==> config.mk <==
export PLATFORM = sky130hd
export DESIGN_NAME = eaf_fifo
export DESIGN_NICKNAME = d
export VERILOG_FILES = /design/src/hdl/eaf_pkg.sv /design/src/hdl/eaf_fifo.sv
export SDC_FILE = /design/constraint.sdc
export NUM_CORES = 1
export LEC_CHECK = 0
export BUFFER_PORTS_ARGS = -buffer_cell sky130_fd_sc_hd__buf_2
export CORE_UTILIZATION = 53
export CTS_BUF_LIST = sky130_fd_sc_hd__clkbuf_4
export CTS_CLUSTER_SIZE = 24
export DETAILED_ROUTE_END_ITERATION = 10
export GPL_ROUTABILITY_DRIVEN = 0
export PLACE_DENSITY = 0.83
export SYNTH_ARGS = -nofsm -noshare
export SYNTH_HDL_FRONTEND = slang
export SYNTH_SLANG_ARGS = --single-unit
==> constraint.sdc <==
create_clock -name clk -period 2.1 [get_ports clk]
set_clock_uncertainty 0.2 [all_clocks]
set_input_delay 0.63 -clock clk [delete_from_list [all_inputs] [get_ports clk]]
set_output_delay 0.63 -clock clk [all_outputs]
set_load 0.005 [all_outputs]
==> src/hdl/eaf_pkg.sv <==
// Shared types, widths and the log2 table of the elliptical alpha falloff block.
package eaf_pkg;

	// Field and register widths.
	localparam int COORD_BITS     = 12;
	localparam int DIST_FRAC_BITS = 10;
	localparam int SIZE_W         = 13;
	localparam int COEF_W         = 17;
	localparam int ALPHA_W        = 8;
	localparam int CFG_IDX_W      = 2;
	localparam int CFG_DATA_W     = 17;

	// Register indexes on the configuration port.
	localparam logic [CFG_IDX_W-1:0] REG_IMAGE_WIDTH  = 2'd0;
	localparam logic [CFG_IDX_W-1:0] REG_IMAGE_HEIGHT = 2'd1;
	localparam logic [CFG_IDX_W-1:0] REG_RECIP_COEF_X = 2'd2;
	localparam logic [CFG_IDX_W-1:0] REG_RECIP_COEF_Y = 2'd3;

	// Register reset values.
	localparam logic [SIZE_W-1:0] RST_IMAGE_SIZE = 13'd256;
	localparam logic [COEF_W-1:0] RST_RECIP_COEF = 17'd512;

	// Datapath widths of the distance computation.
	localparam int MAG_W  = (COORD_BITS + 1 > SIZE_W) ? COORD_BITS + 1 : SIZE_W;
	localparam int PROD_W = MAG_W + COEF_W;
	localparam int SAT_W  = 32;
	localparam int P_W    = (PROD_W > SAT_W) ? SAT_W : PROD_W;
	localparam int SQ_W   = 2 * P_W;
	localparam int SUM_W  = SQ_W + 1;
	localparam int DIST_SHIFT = 34 - DIST_FRAC_BITS;
	localparam int DIST_W = DIST_FRAC_BITS + 1;
	localparam int DIST_ONE = 1 << DIST_FRAC_BITS;

	// Alpha search widths.
	localparam int LOG_W  = 35;
	localparam int RHS_W  = DIST_W + LOG_W;
	localparam int SRCH_STEPS = ALPHA_W;

	// Queue geometry.
	localparam int FIFO_DEPTH = 4;
	localparam int FIFO_PTR_W = $clog2(FIFO_DEPTH);
	localparam int FIFO_CNT_W = FIFO_PTR_W + 1;

	// Register file as seen by the datapath.
	typedef struct packed {
		logic [SIZE_W-1:0] image_width;
		logic [SIZE_W-1:0] image_height;
		logic [COEF_W-1:0] recip_coef_x;
		logic [COEF_W-1:0] recip_coef_y;
	} cfg_t;

	// Word passed from the front part to the back part.
	typedef struct packed {
		logic              in_ellipse;
		logic [DIST_W-1:0] distance;
	} mid_word_t;

	// Word holding one finished result.
	typedef struct packed {
		logic               in_ellipse;
		logic [ALPHA_W-1:0] alpha;
	} res_word_t;

	localparam int MID_W  = $bits(mid_word_t);
	localparam int RES_W  = $bits(res_word_t);
	localparam int WORD_W = (MID_W > RES_W) ? MID_W : RES_W;

	typedef logic [WORD_W-1:0] word_t;

	// log2 table indexed by alpha value, unsigned Q3.32.
	typedef logic [LOG_W-1:0] log2_tbl_t [256];

	// log2 of v by repeated squaring of a Q1.31 mantissa, each square truncated.
	function automatic logic [LOG_W-1:0] log2_q32(input int unsigned v);
		int unsigned n;
		logic [63:0] m;
		logic [63:0] r;
		n = 0;
		for (int i = 1; i < 8; i++) begin
			if ((v >> i) != 0)
				n = i;
		end
		m = 64'(v) << (31 - n);
		r = 64'(n) << 32;
		for (int i = 31; i >= 0; i--) begin
			m = (m * m) >> 31;
			if (m >= (64'd1 << 32)) begin
				m = m >> 1;
				r = r | (64'd1 << i);
			end
		end
		if (v == 0)
			r = '0;
		return r[LOG_W-1:0];
	endfunction

	function automatic log2_tbl_t build_log2_tbl();
		log2_tbl_t t;
		for (int i = 0; i < 256; i++)
			t[i] = log2_q32(i);
		return t;
	endfunction

	localparam log2_tbl_t LOG2_TBL = build_log2_tbl();

endpackage

==> src/hdl/eaf_fifo.sv <==
// Small synchronous queue of words with full and empty flags.
module eaf_fifo (
	input  logic                clk,
	input  logic                arst_n,
	input  logic                push,
	input  eaf_pkg::word_t      wdata,
	output logic                full,
	input  logic                pop,
	output eaf_pkg::word_t      rdata,
	output logic                empty
);

	eaf_pkg::word_t                     mem_q [eaf_pkg::FIFO_DEPTH];
	logic [eaf_pkg::FIFO_PTR_W-1:0]     wr_ptr_q;
	logic [eaf_pkg::FIFO_PTR_W-1:0]     rd_ptr_q;
	logic [eaf_pkg::FIFO_CNT_W-1:0]     count_q;
	logic                               do_push;
	logic                               do_pop;

	assign full    = (count_q == eaf_pkg::FIFO_CNT_W'(eaf_pkg::FIFO_DEPTH));
	assign empty   = (count_q == '0);
	assign do_push = push && !full;
	assign do_pop  = pop && !empty;
	assign rdata   = mem_q[rd_ptr_q];

	// Pointers and fill count.
	always_ff @(posedge clk or negedge arst_n) begin
		if (!arst_n) begin
			wr_ptr_q <= '0;
			rd_ptr_q <= '0;
			count_q  <= '0;
		end else begin
			if (do_push)
				wr_ptr_q <= wr_ptr_q + 1'b1;
			if (do_pop)
				rd_ptr_q <= rd_ptr_q + 1'b1;
			if (do_push && !do_pop)
				count_q <= count_q + 1'b1;
			else if (do_pop && !do_push)
				count_q <= count_q - 1'b1;
		end
	end

	// Storage; entries need no reset.
	always_ff @(posedge clk) begin
		if (do_push)
			mem_q[wr_ptr_q] <= wdata;
	end

endmodule

# Yosys cells after proc, flatten, opt, wreduce, memory -nomap -nowiden
# Memory sizes are Yosys's and may differ from the RTL's.
# Index checks and enable logic that the tools add are counted.
# word_totals
reg_bits,7
mem_bits_rw,48
mem_count,1
# memory_table
memory,words,width,read_ports,rd_clocked_by_memory_dff,wr,line_no,text
mem_q,4,12,1,0,1,eaf_fifo.sv:13,eaf_pkg::word_t mem_q [eaf_pkg::FIFO_DEPTH];
# op_classes
addsub,4
n_eq_ne,1
muxes,4
reduce_logical,10
# op_table
operator,n
$mux 3,2
$add 2x1->2 const B,2
$logic_and 1x1->1,4
$logic_not 1->1,4
$add 3x1->3 const B,1
$eq 3x3->1 const B,1
$logic_not 3->1,1
$sub 3x1->3 const B,1
$mux 1,2
$reduce_bool 2->1,1

# Depth between registers and ports, before layout
# Gate-level depths: netlist of run 1.
# logic_depth
word_depth,7
mapped_depth,9

# Worst setup path after synthesis of run 1
# No wires, ideal clock.
# synth_timing
path_kind,reg2reg
startpoint,reg count_q[0] (netlist bit)
endpoint,reg count_q[2] (netlist bit)
setup_ns,0.079
arrival_time_ns,1.898
required_ns,1.821
path_slack_ns,-0.077
stages_incl_launch_ff,9
n_path_buf,0
cell_sequence,dfrtp_1 or3_1 nand2_1 ha_1 inv_1 fa_1 xor2_1 nor2_1 xor2_1
# synth_via
elab_chain_cells,6
elab_cells_between_ends,15
cone_classes,add/sub: 2; eq/ne: 1; mux: 2; reduce/logical: 10
# synth_rtl
item,line_no,text
"start, declared",eaf_fifo.sv:16,logic [eaf_pkg::FIFO_CNT_W-1:0] count_q;
"start signal, assigned",eaf_fifo.sv:38,count_q <= count_q + 1'b1;
"start signal, assigned",eaf_fifo.sv:40,count_q <= count_q - 1'b1;
branches (longest 6 deep; another with $sub 3x1->3),-,
# Parallel ways; which one is timed is not known. The select of a mux whose other input is x is not followed.
# A chain may end at the register's enable or synchronous reset.

# Final worst setup path of run 1
# layout_timing
startpoint,reg rd_ptr_q[0] (netlist bit)
endpoint,out rdata[7]
# layout_via
elab_chain_cells,1
# layout_rtl
item,line_no,text
"start, declared",eaf_fifo.sv:15,logic [eaf_pkg::FIFO_PTR_W-1:0] rd_ptr_q;
"start signal, assigned",eaf_fifo.sv:36,rd_ptr_q <= rd_ptr_q + 1'b1;
$mem_v2 4x12,-,
"end, declared",eaf_fifo.sv:9,"output eaf_pkg::word_t rdata,"
# Every way passes these cells.

==> summary.md, run 1 <==
| Metric | Value |
|---|---|
| Ports | 30 |
| Measured slew at the worst slew-check pin | 0.328 ns |
| Layout cells sized above 1 | 0.532 |
| Clk slew on worst S/H paths | 0.15 ns |
| Vias in the first global route | 1164 |
| FP Rows | 22 |
| Required @ worst endpoint | 1.27 ns |
| Area of the core | 0.00380 mm^2 |
| Final HPWL DP | 2450 um |
| Post-Syn Instances | 99 |
| Sequential power share | 0.451 |
| Die height | 65.9 um |
| Average wire per standard cell | 17.4 um |
| Headroom to the max-slew limit | 0.781 |
| Crit end category | output port |
| Most frequent cells in the layout | edfxtp_1 (48), buf_2 (28), buf_4 (15) |
| First-pass GRT wire length | 5440 um |
| Layout Nets | 175 |
| CP Cell Sequence | clkbuf_16, mux4_2, buf_2 |
| P_sw | 0.00102 W |
| DRC viols | 0 |
| Setup TNS | -4.28 ns |
| VDD IR max | 0.788 mV |
| #FFs+latches synth | 55 |
| Unrepaired setup endpoints after global routing | yes |
| Worst slack, placed | -0.0935 ns |
| Achievable frequency | 0.408 GHz |
| CP delay by family, top | multiplexers |
| Crit path max-delay cell type | mux4_2 |
| PwrDens | 1340 mW/mm^2 |
| Die X | 65.9 um |
| N_diodes | 0 |
| Initial antenna violation count | 0 |
| H-tree depth | 2 |
| Register area share after synthesis | 0.747 |
| Max_cap viols | 0 |
| Number of buffers created by CTS | 5 |
| Drt total wl | 3510 um |
| # port buffers | 29 |
| Logic pwr share | 0.390 |
| Clk root buf | clkbuf_4 |
| Mean post-synth cell area | 21.9 um^2 |
| Clock sinks | 55 |
| DP Cell Count | 187 |
| Endpoints failing setup | 16 |
| Worst path buffer plus inverter count | 2 |
| Drt first pass iters | 5 |
| Min Hold Slack | 0.259 ns |
| Drt first-iter violations | 79 |
| Yosys warns | 0 |
| Yosys cell types | 19 |
| Vias per cell | 5.18 |
| Tcrit/Tclk final | 1.17 |
| Post-route setup slack | -0.350 ns |
| Post-DRT Antenna Nets | 0 |
| Area Overhead vs Synth | 23.5% |
| GRT Total Usage | 0.183 |
| Non-filler cells, final | 202 |
| Critical Path AT | 1.62 ns |
| Mapped Area | 0.00216 mm^2 |
| Clock power share | 0.159 |
| Leak pwr | 1.02 nW |
| Initial Utilization | 0.570 |
| Largest net degree at the start of global routing | 18 |
| Commonest non-fill, non-tap cell in the layout | edfxtp_1 |
| Crit Path Class | register to output port |
| Syn_nets | 121 |
| Max-slew violation count | 0 |
| Total congestion overflow | 0 |
| CTS tree | yes |
| Internal | 0.00256 W |
| Worst Setup Start Kind | register |
| Outcome | finished, violations left |
| Vias | 1047 |
| Worst Hold Class | primary input to register |
| Switch share | 0.285 |
| Fin crit period | 2.45 ns |
| Failing checks | setup timing |
| Endpoints failing hold | 0 |
| Die footprint | 0.00434 mm^2 |
| Critical Path Max Stage Delay | 0.49 ns |
| Worst-Skew Late Latency | 0.36 ns |
| Max FO, Critical Path | 6 |
| Clock buffer depth | 2 |
[metrics by stage]
| step | util | total power, W | area, um^2 |
|---|---|---|---|
| 6_report | 0.704 | 0.00358 | 2670 |
| 5_1_grt | 0.704 | 0.00378 | 2670 |
| 4_1_cts | 0.686 | 0.00349 | 2610 |
| 3_5_place_dp | 0.653 | 0.00286 | 2480 |
| 3_3_place_gp | 0.653 | 0.00279 | 2480 |
| 2_1_floorplan | - | 0.00236 | 2190 |
[power by group through the flow]
stage / sequential [W] / clock (W) / combinational, W
floorplan: 0.00157 / 0 / 0.000783
global placement: 0.00161 / 0 / 0.00117
detailed placement: 0.00163 / 0 / 0.00123
CTS: 0.00161 / 0.000581 / 0.00130
global route: 0.00165 / 0.000614 / 0.00152
finish: 0.00162 / 0.000569 / 0.00140
[path summary, 6_finish.rpt]
check | startpoint | end | slack, ns | cells after the start
setup / recovery | rd_ptr_q[0] | rdata[7] | -0.35 | 3
hold / removal | wdata[11] | mem_q[3][11] | 0.26 | 1
setup reg to reg | count_q[1] | count_q[2] | -0.08 | 9
hold reg to reg | count_q[2] | count_q[2] | 0.39 | 2
max in group asynchronous | arst_n | rd_ptr_q[0] | 1.14 | 2
min in group asynchronous | arst_n | rd_ptr_q[1] | 0.40 | 2
[synth_stat cells, drive strengths merged]
library cell | count | share of area
edfxtp | 48 | 0.67
inv | 4 | 0.0069
mux4 | 12 | 0.12
ha | 5 | 0.029
nor3b | 1 | 0.0058
nand2 | 1 | 0.0017
nand3 | 1 | 0.0023
nor2 | 1 | 0.0017
dfrtp | 7 | 0.081
xor2 | 2 | 0.0081
buf | 4 | 0.018
or3 | 1 | 0.0029
nor2b | 1 | 0.0029
xnor2 | 4 | 0.016
mux2 | 2 | 0.012
fa | 1 | 0.0092
and2 | 4 | 0.012
[sequential cells by signal (all words and copies together) (netlist names)]
register	flops
mem_q	48
count_q	3
rd_ptr_q	2
wr_ptr_q	2
[kinds of logic (layout without fill, tap and decap cells)]
logic type / Yosys count / in the layout / synth area share
flops: 55 / 55 / 0.747
buf+inv: 8 / 63 / 0.0249
xor+xnor: 6 / 6 / 0.0243
mux: 14 / 14 / 0.137
fa+ha+maj: 6 / 6 / 0.0382
simple gates: 10 / 10 / 0.0289
[area by class of cell]
cell class	count	area [um^2]
multi-input cells	36	534
clock buffers	5	37.5
fillers	241	1120
inverters	4	15.0
clock inverters	3	43.8
flip-flops and latches	55	1620
repair buffers	51	364
well taps	48	60.1
[worst reg2reg max path, cell delays in order (launching register included)]
cell and delay (ns):
dfrtp_1 0.41, or3_4 0.40, buf_6 0.13, nand2_4 0.06, ha_4 0.12, inv_2 0.04, fa_2 0.35, xor2_1 0.15
nor2_1 0.11, xor2_1 0.15
[routing by layer]
layer / part of all wire / vias to the layer above / GRT usage / wire length, um
met2: 0.54 / 25 / 0.330 / 1900
li1: - / 492 / - / -
met4: 0.014 / 0 / 0.0679 / 50
met3: 0.041 / 6 / 0.0500 / 145
met1: 0.40 / 524 / 0.204 / 1410
met5: 0 / - / 0 / 0
[repair_timing]
action	4_1_cts	5_1_grt
hold endpoints to repair	7	0
gates resized for setup	7	7
cloned	0	1
hold buffers	1	0
pin swaps	3	4
setup endpoints to repair	16	16
buffers inserted	2	4
Note: power is estimated with default switching activity, not from simulation.
==> inputs of run 2 (changes only) <==
--- a/config.mk
+++ b/config.mk
@@ -6,12 +6,12 @@
 export NUM_CORES = 1
 export LEC_CHECK = 0
 export BUFFER_PORTS_ARGS = -buffer_cell sky130_fd_sc_hd__buf_2
-export CORE_UTILIZATION = 53
+export CORE_UTILIZATION = 31
 export CTS_BUF_LIST = sky130_fd_sc_hd__clkbuf_4
 export CTS_CLUSTER_SIZE = 24
 export DETAILED_ROUTE_END_ITERATION = 10
 export GPL_ROUTABILITY_DRIVEN = 0
-export PLACE_DENSITY = 0.83
+export PLACE_DENSITY = 0.56
 export SYNTH_ARGS = -nofsm -noshare
 export SYNTH_HDL_FRONTEND = slang
 export SYNTH_SLANG_ARGS = --single-unit
==> run 2 against run 1 <==
  * The run still ends with setup timing left
  * Critical path depth unchanged
  * Register-to-register slack improved by 0.06 ns
  * Die area is 69% higher
  * Maximum frequency is 0.93% higher
  * Critical path type unchanged
==> summary.md, run 2 (same netlist as run 1, synthesis figures left out) <==
| Metric | Value |
|---|---|
| Outcome | finished, violations left |
| Failing checks | setup timing |
| Die footprint | 0.00732 mm^2 |
| Worst slack, placed | -0.167 ns |
| Design Area, Final | 0.00268 mm^2 |
| Area of the core | 0.00676 mm^2 |
| Largest register FFs | 48 |
| Reg with most FFs | mem_q |
| Layout cells sized above 1 | 0.507 |
| Worst-Skew Late Latency | 0.36 ns |
| DP Cell Count | 216 |
| Largest net degree at the start of global routing | 17 |
| Clock sinks | 55 |
| Area occupied by multi-input gates | 531 um^2 |
| Worst Hold Class | primary input to register |
| Placed instance area | 0.00255 mm^2 |
| Vias | 1037 |
| Post-DRT Antenna Nets | 0 |
| Fin crit period | 2.43 ns |
| Final HPWL DP | 2410 um |
| VDD IR max | 0.665 mV |
| Vias per cell | 4.51 |
| GRT Total Usage | 0.111 |
| Unrepaired setup endpoints after global routing | yes |
| Die X | 85.6 um |
| Required @ worst endpoint | 1.27 ns |
| Max_cap viols | 0 |
| Reg2reg end | count_q[2] |
| PwrDens | 1270 mW/mm^2 |
| Commonest non-fill, non-tap cell in the layout | edfxtp_1 |
| Max-slew violation count | 0 |
| Initial Utilization | 0.320 |
| Headroom to the max-slew limit | 0.764 |
| Drt total wl | 3570 um |
| Worst reg2reg startpoint | count_q[2] |
| Register Area | 0.00162 mm^2 |
| Total congestion overflow | 0 |
| Clk slew on worst S/H paths | 0.14 ns |
| Average wire per standard cell | 15.5 um |
| Drt first-iter violations | 73 |
| Vias in the first global route | 1178 |
| # port buffers | 29 |
| N_diodes | 0 |
| Hold Crit Depth | 1 |
| WHS Endpoint | mem_q[0][8] |
| Layout Nets | 171 |
| Number of buffers created by CTS | 5 |
| Die height | 85.6 um |
| Ports | 30 |
| Setup TNS | -3.94 ns |
| Drt first pass iters | 4 |
| Top Registers | mem_q: 48 flops, count_q: 3 flops |
| Max FO, Critical Path | 12 |
| Initial antenna violation count | 0 |
| CTS tree | yes |
| Fillers | 632 |
| Crit end category | output port |
| HP Start | wdata[8] |
| Endpoints failing hold | 0 |
| FP Rows | 30 |
| Critical Path AT | 1.60 ns |
| Achievable frequency | 0.412 GHz |
| Flop-to-flop setup slack | -0.02 ns |
| DRC viols | 0 |
| Worst Setup Start Kind | register |
| Leak pwr | 0.985 nW |
| Clock buffer depth | 2 |
| Endpoints failing setup | 14 |
| Non-filler cells, final | 230 |
| Crit Path Class | register to output port |
| H-tree depth | 2 |
| Post-route setup slack | -0.327 ns |
| Tcrit/Tclk final | 1.16 |
| Area Overhead vs Synth | 23.8% |
| Final Util | 0.397 |
| First-pass GRT wire length | 5910 um |
| Worst Reg-to-Reg Cells | 9 |
| Most frequent cells in the layout | edfxtp_1 (48), buf_2 (28), mux4_2 (12) |
| Measured slew at the worst slew-check pin | 0.354 ns |
| Clk root buf | clkbuf_4 |
-- run 2: changes by cell type in the layout (fill, tap and decap cells not counted) --
cell | before | now
mux2_2 | 0 | 1
clkbuf_4 | 5 | 6
mux2_4 | 2 | 1
clkbuf_16 | 1 | 0
dfrtp_2 | 2 | 1
buf_12 | 1 | 5
buf_6 | 5 | 3
clkinv_1 | 0 | 1
dfrtp_1 | 5 | 6
bufinv_16 | 1 | 0
clkinv_2 | 1 | 0
buf_4 | 15 | 10
-- run 2: where the power goes --
group	switching, W	internal (W)	total (W)
Combinational	0.000549	0.000811	0.00136
Sequential	0.000136	0.00147	0.00160
Clock	0.000304	0.000144	0.000447
-- run 2: how the worst max path moves through the flow --
stage	slack (ns)	endpoint	depth (start not counted)	startpoint
final	-0.33	rdata[1]	3	rd_ptr_q[0]
after global routing	-0.41	rdata[3]	3	rd_ptr_q[0]
after CTS	-0.37	rdata[3]	3	rd_ptr_q[0]
after detailed placement	-0.17	count_q[2]	8	push
after global placement	-0.03	rdata[3]	2	rd_ptr_q[1]
after floorplan	0.005	count_q[2]	8	count_q[1]
-- run 2: what timing repair did --
action | CTS | global route
setup buffers | 2 | 3
pin swaps | 4 | 2
endpoints found under the setup margin | 16 | 16
resized for setup | 7 | 2
hold buffers | 1 | 0
hold endpoints to repair | 7 | 0
-- run 2: per-layer routing --
layer  global-route usage  vias up  share of wire
li1                     -      484              -
met1                0.133      518           0.42
met2                0.193       28           0.52
met3               0.0308        7          0.045
met4               0.0409        0          0.013
met5                    0        -              0
-- run 2: area by class of cell --
class                      instances  area share
multi-input combinational         36       0.198
sequential                        55       0.604
timing repair buffer              47       0.134
clock inverter                     2     0.00467
tap                               80      0.0373
inverter                           4     0.00560
clock buffer                       6      0.0168
-- run 2: worst max-delay path, stage by stage, from the launching register on --
cell and delay, ns:
dfrtp_1 0.41, buf_12 0.17, mux4_2 0.51, buf_2 0.14
-- run 2: through the flow --
stage                     hold WS, ns  power (W)
final                           0.275    0.00341
after global routing            0.246    0.00364
after CTS                       0.252    0.00344
after detailed placement        0.275    0.00292
after global placement          0.271    0.00285
after floorplan                 0.134    0.00236
